File: config.mk
export PLATFORM = sky130hd
export DESIGN_NAME = tuner_channel_lock_search
export DESIGN_NICKNAME = d
export VERILOG_FILES = /design/src/rtl/tcls_pkg.sv /design/src/rtl/tuner_channel_lock_search.sv /design/src/rtl/tcls_step.sv
export SDC_FILE = /design/constraint.sdc
export NUM_CORES = 1
export LEC_CHECK = 0
export BUFFER_PORTS_ARGS = -buffer_cell sky130_fd_sc_hd__buf_2
export CAP_MARGIN = 20
export CORE_UTILIZATION = 38
export DETAILED_ROUTE_END_ITERATION = 6
export PLACE_DENSITY = 0.51
export SLEW_MARGIN = 15
export SYNTH_ARGS = -nofsm -noshare
export SYNTH_HDL_FRONTEND = slang
export SYNTH_SLANG_ARGS = --single-unit
File: constraint.sdc
create_clock -name clk -period 11.5 [get_ports clk]
set_clock_uncertainty 0.1 [all_clocks]
set_input_delay 2.3 -clock clk [delete_from_list [all_inputs] [get_ports clk]]
set_output_delay 2.3 -clock clk [all_outputs]
set_load 0.005 [all_outputs]
File: src/rtl/tcls_pkg.sv
// Package for the tuner channel lock search block: item, result, state and
// register types, codes and constants. No dependencies.
package tcls_pkg;

	localparam int FREQ_W    = 16;
	localparam int CNT_W     = 8;
	localparam int FLAGS_W   = 5;
	localparam int CFG_IDX_W = 3;

	typedef enum logic [1:0] {
		PH_IDLE   = 2'd0,
		PH_PROBE  = 2'd1,
		PH_VERIFY = 2'd2
	} phase_t;

	localparam logic [1:0] MODE_START  = 2'd0;
	localparam logic [1:0] MODE_PROBE  = 2'd1;
	localparam logic [1:0] MODE_VERIFY = 2'd2;

	localparam logic [1:0] DET_NONE   = 2'd0;
	localparam logic [1:0] DET_SIGNAL = 2'd1;

	typedef enum logic [2:0] {
		KIND_TUNE      = 3'd0,
		KIND_VERIFY    = 3'd1,
		KIND_FOUND     = 3'd2,
		KIND_NOT_FOUND = 3'd3,
		KIND_ABORTED   = 3'd4,
		KIND_IGNORED   = 3'd5
	} kind_t;

	localparam logic [CFG_IDX_W-1:0] CFG_MIN_FREQ       = 3'd0;
	localparam logic [CFG_IDX_W-1:0] CFG_MAX_FREQ       = 3'd1;
	localparam logic [CFG_IDX_W-1:0] CFG_VHF_LOW_LIMIT  = 3'd2;
	localparam logic [CFG_IDX_W-1:0] CFG_VHF_HIGH_LIMIT = 3'd3;
	localparam logic [CFG_IDX_W-1:0] CFG_STOP_WINDOW    = 3'd4;

	localparam logic [FREQ_W-1:0] RST_MIN_FREQ       = 16'd1392;
	localparam logic [FREQ_W-1:0] RST_MAX_FREQ       = 16'd14000;
	localparam logic [FREQ_W-1:0] RST_VHF_LOW_LIMIT  = 16'd2768;
	localparam logic [FREQ_W-1:0] RST_VHF_HIGH_LIMIT = 16'd7520;
	localparam logic [FREQ_W-1:0] RST_STOP_WINDOW    = 16'd300;

	localparam logic [3:0] AFC_EDGE_UP   = 4'd7;
	localparam logic [3:0] AFC_EDGE_DOWN = 4'd8;

	localparam logic [FLAGS_W-1:0] FLAG_EXTRA  = 5'h01;
	localparam logic [FLAGS_W-1:0] FLAG_EDGE   = 5'h02;
	localparam logic [FLAGS_W-1:0] FLAG_CENTRE = 5'h04;
	localparam logic [FLAGS_W-1:0] FLAG_BELOW  = 5'h0a;
	localparam logic [FLAGS_W-1:0] FLAG_ABOVE  = 5'h10;
	localparam logic [FLAGS_W-1:0] LOCK_FULL   = 5'h1f;
	localparam logic [FLAGS_W-1:0] LOCK_RUN_A  = 5'h1b;
	localparam logic [FLAGS_W-1:0] LOCK_RUN_B  = 5'h1a;

	localparam logic [7:0] LEVEL_MASK = 8'hc0;

	localparam logic [CNT_W-1:0] CNT_MAX     = 8'hff;
	localparam logic [CNT_W-1:0] RUN_MIN     = 8'd4;
	localparam logic [CNT_W-1:0] EDGE_MIN_UP = 8'd3;
	localparam logic [CNT_W-1:0] EDGE_MIN_DN = 8'd0;

	localparam logic [7:0] BAND_VHF_LOW  = 8'he2;
	localparam logic [7:0] BAND_VHF_HIGH = 8'h8e;
	localparam logic [7:0] BAND_UHF      = 8'h44;

	typedef struct packed {
		logic [1:0]        mode;
		logic [FREQ_W-1:0] start_freq;
		logic              search_up;
		logic [7:0]        status_byte;
		logic              stop_key;
		logic [1:0]        detect_code;
	} item_t;

	typedef struct packed {
		kind_t             kind;
		logic [FREQ_W-1:0] tune_freq;
		logic [7:0]        band_byte;
	} result_t;

	typedef struct packed {
		logic [FREQ_W-1:0] min_freq;
		logic [FREQ_W-1:0] max_freq;
		logic [FREQ_W-1:0] vhf_low_limit;
		logic [FREQ_W-1:0] vhf_high_limit;
		logic [FREQ_W-1:0] stop_window;
	} cfg_t;

	typedef struct packed {
		phase_t             phase;
		logic               going_up;
		logic [FREQ_W-1:0]  current_freq;
		logic [FREQ_W-1:0]  base_freq;
		logic [FLAGS_W-1:0] lock_flags;
		logic [CNT_W-1:0]   edge_count;
		logic [CNT_W-1:0]   low_level_run;
		logic [FREQ_W-1:0]  candidate_freq;
		logic               cand_valid;
	} state_t;

endpackage

File: src/rtl/tuner_channel_lock_search.sv
// Top level of the tuner channel lock search: input register, search state,
// result register and register port. Depends on tcls_pkg and tcls_step.
//
//   channel  handshake             payload
//   in       in_valid / in_stall   mode start_freq search_up status_byte stop_key detect_code
//   out      out_valid / out_stall kind tune_freq band_byte
//   cfg      cfg_valid / cfg_ready cfg_index cfg_data
//
// One item per cycle unless a held result stalls; the step logic works on the item in the input
// register; the result register loads as that item moves on, with out_valid held until taken.
// Reset clears the search to idle and loads the register defaults; cfg_ready is always high.
// A held result stalls the input register, which then stalls the input channel.
module tuner_channel_lock_search (
	input  logic                                 clk,
	input  logic                                 arst_n,
	input  logic                                 in_valid,
	output logic                                 in_stall,
	input  logic [1:0]                           mode,
	input  logic [tcls_pkg::FREQ_W-1:0]          start_freq,
	input  logic                                 search_up,
	input  logic [7:0]                           status_byte,
	input  logic                                 stop_key,
	input  logic [1:0]                           detect_code,
	output logic                                 out_valid,
	input  logic                                 out_stall,
	output logic [2:0]                           kind,
	output logic [tcls_pkg::FREQ_W-1:0]          tune_freq,
	output logic [7:0]                           band_byte,
	input  logic                                 cfg_valid,
	output logic                                 cfg_ready,
	input  logic [tcls_pkg::CFG_IDX_W-1:0]       cfg_index,
	input  logic [tcls_pkg::FREQ_W-1:0]          cfg_data
);

	tcls_pkg::item_t   item_s1;
	logic              valid_s1;
	tcls_pkg::state_t  state_q;
	tcls_pkg::state_t  state_next;
	tcls_pkg::result_t res_q;
	tcls_pkg::result_t res_next;
	logic              out_valid_q;
	tcls_pkg::cfg_t    cfg_q;
	logic              move_s1;

	assign move_s1   = valid_s1 && (!out_valid_q || !out_stall);
	assign in_stall  = valid_s1 && !move_s1;
	assign cfg_ready = 1'b1;

	tcls_step u_step (
		.item (item_s1),
		.st   (state_q),
		.cfg  (cfg_q),
		.nxt  (state_next),
		.res  (res_next)
	);

	always_ff @(posedge clk or negedge arst_n) begin
		if (!arst_n) begin
			valid_s1 <= 1'b0;
		end else if (!valid_s1 || move_s1) begin
			valid_s1 <= in_valid;
		end
	end

	always_ff @(posedge clk) begin
		if (in_valid && !in_stall) begin
			item_s1.mode        <= mode;
			item_s1.start_freq  <= start_freq;
			item_s1.search_up   <= search_up;
			item_s1.status_byte <= status_byte;
			item_s1.stop_key    <= stop_key;
			item_s1.detect_code <= detect_code;
		end
	end

	always_ff @(posedge clk or negedge arst_n) begin
		if (!arst_n) begin
			state_q     <= '{phase: tcls_pkg::PH_IDLE, default: '0};
			out_valid_q <= 1'b0;
		end else if (move_s1) begin
			state_q     <= state_next;
			out_valid_q <= 1'b1;
		end else if (!out_stall) begin
			out_valid_q <= 1'b0;
		end
	end

	always_ff @(posedge clk) begin
		if (move_s1) begin
			res_q <= res_next;
		end
	end

	always_ff @(posedge clk or negedge arst_n) begin
		if (!arst_n) begin
			cfg_q.min_freq       <= tcls_pkg::RST_MIN_FREQ;
			cfg_q.max_freq       <= tcls_pkg::RST_MAX_FREQ;
			cfg_q.vhf_low_limit  <= tcls_pkg::RST_VHF_LOW_LIMIT;
			cfg_q.vhf_high_limit <= tcls_pkg::RST_VHF_HIGH_LIMIT;
			cfg_q.stop_window    <= tcls_pkg::RST_STOP_WINDOW;
		end else if (cfg_valid && cfg_ready) begin
			case (cfg_index)
				tcls_pkg::CFG_MIN_FREQ:       cfg_q.min_freq       <= cfg_data;
				tcls_pkg::CFG_MAX_FREQ:       cfg_q.max_freq       <= cfg_data;
				tcls_pkg::CFG_VHF_LOW_LIMIT:  cfg_q.vhf_low_limit  <= cfg_data;
				tcls_pkg::CFG_VHF_HIGH_LIMIT: cfg_q.vhf_high_limit <= cfg_data;
				tcls_pkg::CFG_STOP_WINDOW:    cfg_q.stop_window    <= cfg_data;
				default: ;
			endcase
		end
	end

	assign out_valid = out_valid_q;
	assign kind      = res_q.kind;
	assign tune_freq = res_q.tune_freq;
	assign band_byte = res_q.band_byte;

	a_stall_cause: assert property (@(posedge clk) disable iff (!arst_n)
		in_stall |-> (valid_s1 && out_valid_q && out_stall))
		else $error("input stalled without a held result");

	a_end_zero: assert property (@(posedge clk) disable iff (!arst_n)
		(out_valid_q && (res_q.kind == tcls_pkg::KIND_NOT_FOUND ||
			res_q.kind == tcls_pkg::KIND_ABORTED ||
			res_q.kind == tcls_pkg::KIND_IGNORED))
		|-> (res_q.tune_freq == '0 && res_q.band_byte == '0))
		else $error("terminal result carries a frequency");

	a_verify_phase: assert property (@(posedge clk) disable iff (!arst_n)
		(move_s1 && res_next.kind == tcls_pkg::KIND_VERIFY)
		|=> (state_q.phase == tcls_pkg::PH_VERIFY))
		else $error("verify tune without verifying phase");

	a_found_idle: assert property (@(posedge clk) disable iff (!arst_n)
		(move_s1 && (res_next.kind == tcls_pkg::KIND_FOUND ||
			res_next.kind == tcls_pkg::KIND_NOT_FOUND ||
			res_next.kind == tcls_pkg::KIND_ABORTED))
		|=> (state_q.phase == tcls_pkg::PH_IDLE))
		else $error("search end without idle phase");

endmodule

File: src/rtl/tcls_step.sv
// Single-item step of the channel search: next search state and result from
// the registered item, current state and registers. Depends on tcls_pkg.
module tcls_step (
	input  tcls_pkg::item_t   item,
	input  tcls_pkg::state_t  st,
	input  tcls_pkg::cfg_t    cfg,
	output tcls_pkg::state_t  nxt,
	output tcls_pkg::result_t res
);

	logic [3:0]                  afc;
	logic                        past;
	logic                        extra;
	logic                        do_adv;
	logic                        at_end;
	tcls_pkg::kind_t             kind;
	logic [tcls_pkg::FREQ_W-1:0] freq;

	assign afc   = item.status_byte[4:1];
	assign extra = st.going_up ? (afc == tcls_pkg::AFC_EDGE_UP) : (afc == tcls_pkg::AFC_EDGE_DOWN);
	assign past  = st.going_up
		? ({1'b0, st.current_freq} > ({1'b0, st.base_freq} + {1'b0, cfg.stop_window}))
		: (({1'b0, st.current_freq} + {1'b0, cfg.stop_window}) < {1'b0, st.base_freq});

	always_comb begin
		nxt    = st;
		kind   = tcls_pkg::KIND_IGNORED;
		freq   = '0;
		do_adv = 1'b0;
		at_end = 1'b0;
		case (item.mode)
			tcls_pkg::MODE_START: begin
				nxt.current_freq   = item.start_freq;
				nxt.base_freq      = item.start_freq;
				nxt.going_up       = item.search_up;
				nxt.lock_flags     = '0;
				nxt.edge_count     = '0;
				nxt.low_level_run  = '0;
				nxt.candidate_freq = '0;
				nxt.cand_valid     = 1'b0;
				nxt.phase          = tcls_pkg::PH_PROBE;
				kind               = tcls_pkg::KIND_TUNE;
				freq               = item.start_freq;
			end
			tcls_pkg::MODE_PROBE: begin
				if (st.phase == tcls_pkg::PH_PROBE) begin
					if (past && item.stop_key) begin
						nxt.phase = tcls_pkg::PH_IDLE;
						kind      = tcls_pkg::KIND_ABORTED;
					end else begin
						case (afc) inside
							tcls_pkg::AFC_EDGE_UP, tcls_pkg::AFC_EDGE_DOWN: begin
								if (extra) begin
									nxt.lock_flags = tcls_pkg::FLAG_EXTRA;
									if (st.going_up) begin
										if (st.current_freq != '1)
											nxt.current_freq = st.current_freq + 16'd1;
									end else begin
										if (st.current_freq != '0)
											nxt.current_freq = st.current_freq - 16'd1;
									end
								end else begin
									if (st.edge_count != tcls_pkg::CNT_MAX)
										nxt.edge_count = st.edge_count + 8'd1;
									nxt.lock_flags = st.lock_flags | tcls_pkg::FLAG_EDGE;
								end
							end
							[4'd1:4'd6]: nxt.lock_flags = st.lock_flags | tcls_pkg::FLAG_BELOW;
							[4'd9:4'd14]: nxt.lock_flags = st.lock_flags | tcls_pkg::FLAG_ABOVE;
							default: begin
								nxt.lock_flags     = st.lock_flags | tcls_pkg::FLAG_CENTRE;
								nxt.candidate_freq = st.current_freq;
								nxt.cand_valid     = 1'b1;
							end
						endcase
						if (nxt.lock_flags == tcls_pkg::LOCK_RUN_A ||
								nxt.lock_flags == tcls_pkg::LOCK_RUN_B) begin
							if (st.low_level_run != tcls_pkg::CNT_MAX)
								nxt.low_level_run = st.low_level_run + 8'd1;
							if (!nxt.cand_valid) begin
								nxt.candidate_freq = nxt.current_freq;
								nxt.cand_valid     = 1'b1;
							end
						end else begin
							nxt.low_level_run = '0;
						end
						if ((item.status_byte & tcls_pkg::LEVEL_MASK) != tcls_pkg::LEVEL_MASK) begin
							nxt.lock_flags = '0;
							nxt.edge_count = '0;
							do_adv         = 1'b1;
						end else if ((nxt.lock_flags == tcls_pkg::LOCK_FULL ||
								nxt.low_level_run > tcls_pkg::RUN_MIN) &&
								(st.going_up ? (nxt.edge_count > tcls_pkg::EDGE_MIN_UP)
									: (nxt.edge_count > tcls_pkg::EDGE_MIN_DN))) begin
							nxt.phase = tcls_pkg::PH_VERIFY;
							kind      = tcls_pkg::KIND_VERIFY;
							freq      = nxt.candidate_freq;
						end else begin
							do_adv = 1'b1;
						end
					end
				end
			end
			tcls_pkg::MODE_VERIFY: begin
				if (st.phase == tcls_pkg::PH_VERIFY) begin
					if (item.detect_code == tcls_pkg::DET_SIGNAL) begin
						nxt.phase = tcls_pkg::PH_IDLE;
						kind      = tcls_pkg::KIND_FOUND;
						freq      = st.candidate_freq;
					end else begin
						if (item.detect_code == tcls_pkg::DET_NONE) begin
							nxt.low_level_run = '0;
							nxt.lock_flags    = '0;
							nxt.edge_count    = '0;
						end
						nxt.candidate_freq = '0;
						nxt.cand_valid     = 1'b0;
						nxt.phase          = tcls_pkg::PH_PROBE;
						do_adv             = 1'b1;
					end
				end
			end
			default: ;
		endcase
		if (do_adv) begin
			at_end = st.going_up ? (nxt.current_freq >= cfg.max_freq)
				: (nxt.current_freq <= cfg.min_freq);
			if (at_end) begin
				nxt.phase = tcls_pkg::PH_IDLE;
				kind      = tcls_pkg::KIND_NOT_FOUND;
				freq      = '0;
			end else begin
				nxt.current_freq = st.going_up ? (nxt.current_freq + 16'd1)
					: (nxt.current_freq - 16'd1);
				kind = tcls_pkg::KIND_TUNE;
				freq = nxt.current_freq;
			end
		end
	end

	always_comb begin
		res.kind      = kind;
		res.tune_freq = freq;
		res.band_byte = '0;
		if (kind == tcls_pkg::KIND_TUNE || kind == tcls_pkg::KIND_VERIFY ||
				kind == tcls_pkg::KIND_FOUND) begin
			if (freq < cfg.vhf_low_limit)
				res.band_byte = tcls_pkg::BAND_VHF_LOW;
			else if (freq < cfg.vhf_high_limit)
				res.band_byte = tcls_pkg::BAND_VHF_HIGH;
			else
				res.band_byte = tcls_pkg::BAND_UHF;
		end
	end

endmodule
# Yosys cells after proc, flatten, opt, wreduce, memory -nomap -nowiden
# Cells that the tools add are included.
[totals] mem_count=0 mem_bits_ro=0 input_bits=54 latch_bits=0 ramBits=0 output_inout_bits=30 regBits=212
[classes] n_div=0 n_eq_ne=26 bitwise=1 n_lt_le_gt_ge=13 shifts=0 reduce_logical=34 addsub=8 n_mul=0 muxes=86
[op_table] operator="$mux W16" n=18
[op_table] operator="$mux W38" n=4
[op_table] operator="$mux W17" n=8
[op_table] operator="$pmux W38 S3" n=1
[op_table] operator="$mux W8" n=13
[op_table] operator="$pmux W16 S3" n=1
[op_table] operator="$mux W5" n=7
[op_table] operator="$add A16 B16 Y17" n=2
[op_table] operator="$add A16 B1 Y16 const B" n=2
[op_table] operator="$lt A16 B16 Y1" n=2
[op_table] operator="$pmux W16 S2" n=1
[op_table] operator="$sub A16 B1 Y16 const B" n=2
[op_table] operator="$mux W21" n=1
[op_table] operator="$mux W3" n=7
[op_table] operator="$gt A16 B17 Y1" n=1
[op_table] operator="$lt A17 B16 Y1" n=1
[op_table] operator="$add A8 B1 Y8 const B" n=2
[op_table] operator="$ge A16 B16 Y1" n=1
[op_table] operator="$le A16 B16 Y1" n=1
[op_table] operator="$mux W2" n=8
[op_table] operator="$ne A16 B16 Y1 const B" n=1
[op_table] operator="$ne A8 B8 Y1 const B" n=2
[op_table] operator="$reduce_bool A16 Y1" n=1
[op_table] operator="$eq A5 B5 Y1 const B" n=3
[op_table] operator="32 further kinds" n=78

# Logic depth before layout (Yosys ltp)
# Gate-level depths: netlist of run 1.
[logic_depth] ltp_word=28 mapped_depth=51 ltp_nobuf=49

# Cells and area by module
# A second synthesis of run 1 with hierarchy kept.
[unflattened] hier_cells=1608 hier_area_um2=15763.9
[by_module_without_submodules] module="tcls_step" cells_per_inst=1214 seq_area_each_um2=0.0 n_inst=1 area_each_um2=8142.8
[by_module_without_submodules] module="tuner_channel_lock_search" cells_per_inst=394 seq_area_each_um2=5624.1 n_inst=1 area_each_um2=7621.1

# Least setup slack after synthesis of run 1
# OpenSTA, ideal clock, no wires.
[synth_path] path_kind="register to register" from="register state_q[38] (netlist name)" to="register res_q (netlist bit band_byte[3]), data pin" synth_period_minus_slack_ns=8.635 setup_time_ns=0.255 path_stages_with_launch=46 arrival_ns=8.280 path_slack_ns=2.865 cell_sequence="dfrtp_1 ha_1 fa_1 a211oi_1 o21ai_1 a21o_1 a21o_1 nand3_1 and2_1 nor2b_1 o21ai_0 nor2b_1 o21bai_1 a21oi_1 xor2_1 ha_1 a211oi_1 o221ai_1 [10 not listed] a21oi_1 o31ai_1 a21oi_1 o21ai_0 a31oi_1 nor2_1 clkbuf_1 nand2_1 o21ai_0 ha_1 a21o_1 a21o_1 a21oi_1 and3_1 o211ai_1 a21o_1 nor2b_1 and2_1"
[synth_rtl] item="from (decl)" line_no="tuner_channel_lock_search.sv:37" source="tcls_pkg::state_t state_q;"
[synth_rtl] item="from (signal assigned)" line_no="tuner_channel_lock_search.sv:81" source="state_q <= state_next;"
[synth_rtl] item="to (signal assigned)" line_no="tuner_channel_lock_search.sv:90" source="res_q <= res_next;"
[synth_rtl] item="to (decl)" line_no="tuner_channel_lock_search.sv:39" source="tcls_pkg::result_t res_q;"

==> results of run 1 <==
[worst min-delay path by stage]
stage | start | slack (ps) | to
after floorplan | item_s1[11]$_DFFE_PP_ | 360 | state_q[70]$_DFFE_PN0P_
after global placement | valid_s1$_DFFE_PN0N_ | 370 | out_valid$_DFFE_PN0P_
after detailed placement | valid_s1$_DFFE_PN0N_ | 380 | out_valid$_DFFE_PN0P_
after CTS | valid_s1$_DFFE_PN0N_ | 390 | out_valid$_DFFE_PN0P_
after global routing | cfg_q[19]$_DFFE_PN0P_ | 420 | cfg_q[19]$_DFFE_PN0P_
final | valid_s1$_DFFE_PN0N_ | 390 | out_valid$_DFFE_PN0P_
[Yosys cell counts (21+ instances only)]
master	instances	area share, %
clkbuf_1	50	1.3
a21oi_1	103	3.6
nand3_1	48	1.7
inv_1	114	2.9
xnor2_1	31	1.9
a21o_1	30	1.6
mux2_2	60	4.7
nor3_1	21	0.72
nor2b_1	22	0.95
dfrtp_1	128	22
nor2_1	106	2.7
xor2_1	21	1.3
dfstp_2	27	4.9
nand2_1	153	4.0
nand4_1	27	1.2
ha_1	149	13
o21ai_0	138	4.8
edfxtp_1	52	11
[final cells by class]
type                            instances  area, sq um
Clock inverter                         18          287
Timing Repair Buffer                  119          702
Inverter                              116          435
Multi-Input combinational cell       1193         8370
Clock buffer                           30          666
Fill cell                            3699        21100
Tap cell                              511          639
Sequential cell                       207         5470
[stage by stage]
stage | util, % | area, sq um | instances | setup WS, ps | hold slack, ps
after global placement | 41.5 | 15600 | 2145 | 1060 | 371
after global routing | 44.0 | 16600 | 2194 | 145 | 416
after detailed placement | 41.5 | 15600 | 2145 | 1010 | 380
after floorplan | - | 14500 | 1580 | 2870 | 355
final | 44.0 | 16600 | 2194 | 998 | 390
after CTS | 44.0 | 16600 | 2193 | 977 | 388
[placed cells by master, fill, tap and decap left out, drive strengths merged, types with 30 or more instances in the layout]
cell,n
nand3,49
nand2,154
xnor2,31
ha,149
dfrtp,128
clkbuf,30
buf,119
o21ai,140
nor2,106
a21o,30
inv,116
edfxtp,52
mux2,60
a21oi,103
[worst max-delay path, delay by kind of cell (launching register included)]
family | cells | cell delay, ps
XOR/XNOR | 1 | 90
AO/OA/AOI/OAI | 25 | 5640
flip-flops | 1 | 430
AND/OR/NAND/NOR | 11 | 2280
adder cells (fa/ha/maj) | 4 | 1290
buffers and inverters | 2 | 400
[cell families (layout without fill, tap and decap cells)]
kind of cell / after synthesis / count (layout)
xor gates and xnor gates: 52 / 52
muxes: 74 / 74
buffers and inverters: 180 / 283
other: 2 / 3
adders and majority gates: 152 / 152
and+or+nand+nor: 471 / 471
AOI/OAI and AO/OA: 441 / 441
DFF: 207 / 207
[routing by layer]
metal | vias up | share of wire [%] | global-route usage [%]
li1 | 5941 | - | -
met1 | 5868 | 48 | 33.8
met2 | 324 | 44 | 36.7
met3 | 66 | 5.3 | 3.14
met4 | 0 | 2.4 | 5.94
met5 | - | 0 | 0
[flip-flops by register name, indices dropped and copies added (netlist names)]
register   cells
band_byte      5
cfg_q         80
item_s1       28
kind           3
out_valid      1
state_q       73
tune_freq     16
valid_s1       1
[report_power, final]
group,leakage (nW),switching [mW],internal (mW)
sequential,2.41,0.147,0.904
combinational,4.50,0.998,0.709
clock,0.456,0.359,0.557
==> results.json, run 1 <==
{
  "synth_adder_area_share_pct": 13.3,
  "rsz0062_at_grt": "false",
  "synth-compound-area-share_pct": 19.5,
  "synth_simple_gate_area_share_pct": 15.8,
  "r2r_setup_slack_ps": 1000,
  "htree_levels": 1,
  "portBuffers": 78,
  "clockBufferDepth": 3,
  "period_share_pct": 91.3,
  "synth_top_family_by_area": "compound AO/OA/AOI/OAI gates",
  "hold_path_class": "register to register",
  "initialDrtViolationCount": 988,
  "relSlewSlack_pct": 29.1,
  "clock.fmax_mhz": 95.2,
  "start_util_pct": 38.5,
  "nets": 1869,
  "n_antenna_cell": 0,
  "ys.flop_type": "dfrtp_1",
  "clk_pin_slew_ps": 60,
  "clock_sinks": 207,
  "die_width_um": 197,
  "dieArea_sq_um": 39000,
  "synth_edf_count": 52,
  "cts_tree": "yes",
  "ant_nets": 0,
  "core_area_sq_um": 37700,
  "power.density_nw_per_um2": 222,
  "async_reset_ff_share_pct": 74.9,
  "dr.pass1.iters": 7,
  "hold_buffers": 0,
  "num_rows": 71,
  "worst_slew_pin_slew_ps": 1060,
  "drv_slew": 0,
  "finalSetupViolations": 0,
  "synth_mux_area_share_pct": 5.62,
  "critPathMaxStageDelay_ps": 760,
  "setup.worst_path.start_class": "register",
  "final_layout_size_suffix_gt1_share_pct": 15.7,
  "ys_seq_area_share_pct": 37.7,
  "antenna_found_initial": 0,
  "worst_path_most_repeated_cell": "a21oi_1",
  "io_pins": 84,
  "cp-startpoint": "state_q[39]$_DFFE_PN0P_",
  "wirelength_um": 44900,
  "clk_latency_ps": 580,
  "critPathKind": "register to register",
  "crit_path_max_fanout": 13,
  "crit-reg2reg-capture": "band_byte[6]$_SDFFCE_PP0P_",
  "post-route-drc-count": 0,
  "ys_types": 81,
  "ir_worst_vdd_v": 0.000123,
  "die_h_um": 197,
  "grtUsageTotal_pct": 23.4,
  "clock-root-buffer": "clkbuf_16",
  "grt_overflow": 0,
  "crit_end": "band_byte[6]$_SDFFCE_PP0P_",
  "cp_data_required_time_ps": 11730,
  "final.setup.tns_ps": 0,
  "status": "complete, no violations",
  "vias": 12199,
  "min_period_ps": 10500,
  "tritoncts.num_buffers": 26,
  "cts_resized": 0,
  "area_delta_synth_final_pct": 14.2,
  "grt_pass1_wl_um": 69100,
  "netlist_area_sq_um": 14500,
  "ys_warn_count": 0,
  "finalHoldViolCount": 0,
  "dp.final_hpwl_um": 34200,
  "cp.arrival_ps": 10730,
  "grt_start_max_net_pins": 95,
  "synth.avg_cell_area_sq_um": 9.19,
  "first_global_vias": 11480,
  "cp-end-kind": "register",
  "cpMaxStageDelayCell": "a211oi_1",
  "reg2reg_depth": 43,
  "cap_violations": 0,
  "timing.rr.start": "state_q[39]$_DFFE_PN0P_",
  "synth-xor-area-share_pct": 3.14,
  "cts_setup_buffers": 0,
  "power_leakage_nw": 7.36,
  "holdPathStages": 1,
  "ys_ff_latch": 207,
  "place_congestion": 0.892,
  "synthCells": 1579,
  "wl_per_cell_um": 20.5,
  "p_total_mw": 3.67,
  "vias_per_cell": 5.56
}
Note: power is estimated with default switching activity, not from simulation.
==> run 2: changes to the inputs <==
--- a/config.mk
+++ b/config.mk
@@ -9,7 +9,7 @@
 export CAP_MARGIN = 20
 export CORE_UTILIZATION = 38
 export DETAILED_ROUTE_END_ITERATION = 6
-export PLACE_DENSITY = 0.51
+export PLACE_DENSITY = 0.56
 export SLEW_MARGIN = 15
 export SYNTH_ARGS = -nofsm -noshare
 export SYNTH_HDL_FRONTEND = slang
==> results.json, run 2 (synthesized netlist as in run 1, its figures left out) <==
{
  "status": "complete, no violations",
  "portBuffers": 78,
  "cp_top_family": "compound AO/OA/AOI/OAI gates",
  "dp.cells": 2164,
  "initialDrtViolationCount": 821,
  "mostFrequentLayoutCell": "nand2_1",
  "crit-reg2reg-capture": "band_byte[6]$_SDFFCE_PP0P_",
  "fillers": 3766,
  "reg2reg_depth": 45,
  "cp_data_required_time_ps": 11720,
  "worst_slack_ps": 1630,
  "grt_pass1_wl_um": 68200,
  "post-place-ws_ps": 1690,
  "setup.worst_path.start_class": "register",
  "clk_pin_slew_ps": 60,
  "post-route-drc-count": 0,
  "place_congestion": 0.912,
  "vias": 12299,
  "p_total_mw": 3.65,
  "dp.final_hpwl_um": 33400,
  "start_util_pct": 38.5,
  "die_h_um": 197,
  "worst_slew_pin_slew_ps": 1050,
  "dieArea_sq_um": 39000,
  "area_delta_synth_final_pct": 15.2,
  "htree_levels": 1,
  "cap_violations": 0,
  "cts_resized": 0,
  "critPathKind": "register to register",
  "clock_sinks": 207,
  "clk_latency_ps": 570,
  "relSlewSlack_pct": 29.7,
  "hold_buffers": 0,
  "nets": 1889,
  "crit_path_max_fanout": 12,
  "final.setup.tns_ps": 0,
  "n_antenna_cell": 0,
  "first_global_vias": 11802,
  "ant_nets": 0,
  "placed_area_sq_um": 15800,
  "finalSetupViolations": 0,
  "num_rows": 71,
  "worst_path_most_repeated_cell": "a21oi_1",
  "rsz0062_at_grt": "false",
  "drv_slew": 0,
  "grt_overflow": 0,
  "clock-root-buffer": "clkbuf_16",
  "power.density_nw_per_um2": 218,
  "antenna_found_initial": 4,
  "cp-startpoint": "state_q[55]$_DFFE_PN0P_",
  "timing.rr.start": "state_q[55]$_DFFE_PN0P_",
  "io_pins": 84,
  "r2r_setup_slack_ps": 1630,
  "tritoncts.num_buffers": 27,
  "final_layout_size_suffix_gt1_share_pct": 16.8,
  "finalHoldViolCount": 0,
  "vias_per_cell": 5.55,
  "critPathMaxStageDelay_ps": 600,
  "period_share_pct": 85.8,
  "ir_worst_vdd_v": 0.000111,
  "wirelength_um": 44200,
  "cp.arrival_ps": 10090,
  "grtUsageTotal_pct": 22.9,
  "final_cell_count_no_fill": 2215,
  "final_core_util_pct": 44.4,
  "hold_slack_ps": 400,
  "core_area_sq_um": 37700,
  "clockBufferDepth": 3,
  "cp-end-kind": "register",
  "hold_path_class": "register to register",
  "final_cell_mix": "nand2_1, ha_1, o21ai_0",
  "critPathBufInv": 4,
  "cts_tree": "yes",
  "min_period_ps": 9870,
  "largest_reg_flops": 80,
  "dr.pass1.iters": 5,
  "wl_per_cell_um": 19.9,
  "power_leakage_nw": 7.46,
  "grt_start_max_net_pins": 86,
  "cpMaxStageDelayCell": "dfrtp_1",
  "crit_end": "band_byte[6]$_SDFFCE_PP0P_",
  "final_area_sq_um": 16700,
  "cts_setup_buffers": 0,
  "die_width_um": 197,
  "top_register": "cfg_q",
  "crit_cells": 45,
  "reg.largest.list": "cfg_q x80, state_q x73, item_s1 x28",
  "clock.fmax_mhz": 101
}
-- run 2: changes by cell type in the layout (fill, tap and decap cells not counted), sizes merged --
cell / previous run / this run
inv: 116 / 115
buf: 119 / 138
clkbuf: 30 / 31
bufinv: 6 / 5
clkinv: 9 / 13
clkinvlp: 3 / 2
-- run 2: where the power goes --
group	internal (mW)	switching, mW
Sequential	0.904	0.167
Combinational	0.717	0.950
Clock	0.553	0.354
Total	2.17	1.47
-- run 2: cell type report --
| type | count | area, sq um | area share (%) |
|---|---|---|---|
| inverter | 116 | 435 | 2.60 |
| sequential | 207 | 5470 | 32.7 |
| clock inverter | 19 | 251 | 1.50 |
| clock buffer | 31 | 701 | 4.19 |
| multi-input combinational | 1193 | 8370 | 50.1 |
| timing repair buffer | 138 | 847 | 5.07 |
| tap | 511 | 639 | 3.82 |
-- run 2: worst min path at each step --
stage	startpoint	to	slack [ps]	cells past startpoint
after CTS	state_q[7]$_DFFE_PN0P_	state_q[7]$_DFFE_PN0P_	410	1
after global placement	item_s1[11]$_DFFE_PP_	state_q[70]$_DFFE_PN0P_	370	1
after global routing	cfg_q[30]$_DFFE_PN0P_	cfg_q[30]$_DFFE_PN0P_	420	1
final	valid_s1$_DFFE_PN0N_	out_valid$_DFFE_PN0P_	400	1
after floorplan	item_s1[11]$_DFFE_PP_	state_q[70]$_DFFE_PN0P_	360	1
after detailed placement	cfg_q[18]$_DFFE_PN0P_	cfg_q[18]$_DFFE_PN0P_	390	1
-- run 2: routing by layer --
metal	vias to the layer above	global-route usage, %	routed length (um)	share of wire (%)
met5	-	0	0	0
met2	294	35.8	19500	44
met3	66	3.67	2570	5.8
met1	5951	32.4	20700	47
met4	0	6.75	1380	3.1
li1	5988	-	-	-
-- run 2: worst register-to-register path, delay by kind of cell, from the launching register on --
kind | cells | cell delay, ps
simple gates | 10 | 1930
buf+inv | 4 | 690
fa+ha+maj | 4 | 1250
xor+xnor | 1 | 80
compound gates | 26 | 4910
flops | 1 | 600
==> run 3: changes to the inputs <==
--- a/config.mk
+++ b/config.mk
@@ -9,7 +9,7 @@
 export CAP_MARGIN = 20
 export CORE_UTILIZATION = 38
 export DETAILED_ROUTE_END_ITERATION = 6
-export PLACE_DENSITY = 0.56
+export REMOVE_ABC_BUFFERS = 1
 export SLEW_MARGIN = 15
 export SYNTH_ARGS = -nofsm -noshare
 export SYNTH_HDL_FRONTEND = slang
==> results.json, run 3 (synthesized netlist as in run 1, its figures left out) <==
{
  "status": "complete, no violations",
  "reg2reg_depth": 44,
  "final_area_sq_um": 16500,
  "cts_tree": "yes",
  "min_period_ps": 10450,
  "final_layout_size_suffix_gt1_share_pct": 15.3,
  "crit_path_max_fanout": 13,
  "final_cell_count_no_fill": 2198,
  "io_pins": 84,
  "antenna_found_initial": 0,
  "hold_buffers": 0,
  "vias": 12244,
  "clk_pin_slew_ps": 60,
  "cts_setup_buffers": 0,
  "cp.arrival_ps": 10660,
  "worst_slack_ps": 1050,
  "crit-reg2reg-capture": "band_byte[6]$_SDFFCE_PP0P_",
  "start_util_pct": 38.5,
  "wl_per_cell_um": 20.0,
  "post-place-ws_ps": 1040,
  "seq_power_share_pct": 29.8,
  "cell_internal_pwr_mw": 2.08,
  "area_delta_synth_final_pct": 13.5,
  "power_leakage_nw": 7.32,
  "initialDrtViolationCount": 875,
  "dr.pass1.iters": 6,
  "cp_data_required_time_ps": 11710,
  "p_clk_share_pct": 22.4,
  "dp.final_hpwl_um": 32500,
  "vias_per_cell": 5.57,
  "cts_resized": 0,
  "clockBufferDepth": 3,
  "top_register": "cfg_q",
  "grt_overflow": 0,
  "rsz0062_at_grt": "false",
  "ir_worst_vdd_v": 0.000144,
  "first_global_vias": 11883,
  "combPwrFrac_pct": 47.7,
  "finalSetupViolations": 0,
  "power.density_nw_per_um2": 215,
  "worst_path_most_repeated_cell": "a21oi_1",
  "num_rows": 71,
  "r2r_setup_slack_ps": 1050,
  "placed_area_sq_um": 15600,
  "cp-end-kind": "register",
  "switching_share_pct": 41.4,
  "grt_pass1_wl_um": 69500,
  "fillers": 3728,
  "finalHoldViolCount": 0,
  "critPathMaxStageDelay_ps": 740,
  "relSlewSlack_pct": 23.4,
  "setup.worst_path.start_class": "register",
  "post-route-drc-count": 0,
  "die_width_um": 197,
  "critPathKind": "register to register",
  "ant_nets": 0,
  "portBuffers": 78,
  "tritoncts.num_buffers": 26,
  "hold_path_class": "register to register",
  "crit_end": "band_byte[6]$_SDFFCE_PP0P_",
  "reg.largest.list": "cfg_q x80, state_q x73, item_s1 x28",
  "clk_latency_ps": 570,
  "hold_start": "item_s1[11]$_DFFE_PP_",
  "grt_start_max_net_pins": 84,
  "worst_slew_pin_slew_ps": 1140,
  "grtUsageTotal_pct": 23.1,
  "drv_slew": 0,
  "clock_sinks": 207,
  "final_cell_mix": "nand2_1, ha_1, o21ai_0",
  "htree_levels": 1,
  "core_area_sq_um": 37700,
  "period_share_pct": 90.8,
  "cp-startpoint": "state_q[39]$_DFFE_PN0P_",
  "final.setup.tns_ps": 0,
  "place_congestion": 0.910,
  "clock-root-buffer": "clkbuf_16",
  "cap_violations": 0,
  "cpMaxStageDelayCell": "a211oi_1",
  "wirelength_um": 43900,
  "final_core_util_pct": 43.7,
  "dp.cells": 2149,
  "n_antenna_cell": 0,
  "die_h_um": 197,
  "largest_reg_flops": 80,
  "nets": 1873,
  "power.switching_mw": 1.47,
  "dieArea_sq_um": 39000,
  "timing.rr.start": "state_q[39]$_DFFE_PN0P_",
  "mostFrequentLayoutCell": "nand2_1",
  "clock.fmax_mhz": 95.7
}
[run 3: per-stage QoR]
step	hold WS (ps)	total power, mW
3_3_place_gp	368	2.69
4_1_cts	394	3.56
5_1_grt	410	3.85
3_5_place_dp	386	2.73
2_1_floorplan	355	2.22
6_report	388	3.55
[run 3: cell type report]
class / instances / area [sq um] / area share, %
clock inverter: 17 / 136 / 0.828
clock buffer: 31 / 669 / 4.06
inverter: 116 / 435 / 2.64
multi-input combinational: 1193 / 8370 / 50.8
sequential: 207 / 5470 / 33.2
timing repair buffer: 123 / 747 / 4.53
tap: 511 / 639 / 3.88
[run 3: power groups by stage]
stage	combinational [mW]	clock (mW)	sequential [mW]
floorplan	1.20	0	1.02
global placement	1.63	0	1.07
detailed placement	1.66	0	1.07
CTS	1.68	0.819	1.06
global route	1.92	0.849	1.08
finish	1.69	0.796	1.06
[run 3: how the worst min path moves through the flow]
stage,endpoint,slack [ps],cells after the start
final,state_q[70]$_DFFE_PN0P_,390,1
after CTS,out_valid$_DFFE_PN0P_,390,1
after floorplan,state_q[70]$_DFFE_PN0P_,360,1
after global routing,state_q[7]$_DFFE_PN0P_,410,1
after global placement,out_valid$_DFFE_PN0P_,370,1
after detailed placement,state_q[7]$_DFFE_PN0P_,390,1
[run 3: metal layers]
layer	vias to the layer above	part of all wire [%]	track usage, %
met5	-	0	0
met4	0	3.1	7.95
met3	66	6.0	3.59
met2	403	46	36.8
met1	5839	45	31.9
li1	5936	-	-
[run 3: worst max-delay path, delay by kind of cell, from the launching register on]
family,cells,cell delay [ps]
simple gates,12,2440
compound gates,25,5410
buf+inv,2,370
flops,1,430
fa+ha+maj,4,1360
xor+xnor,1,100
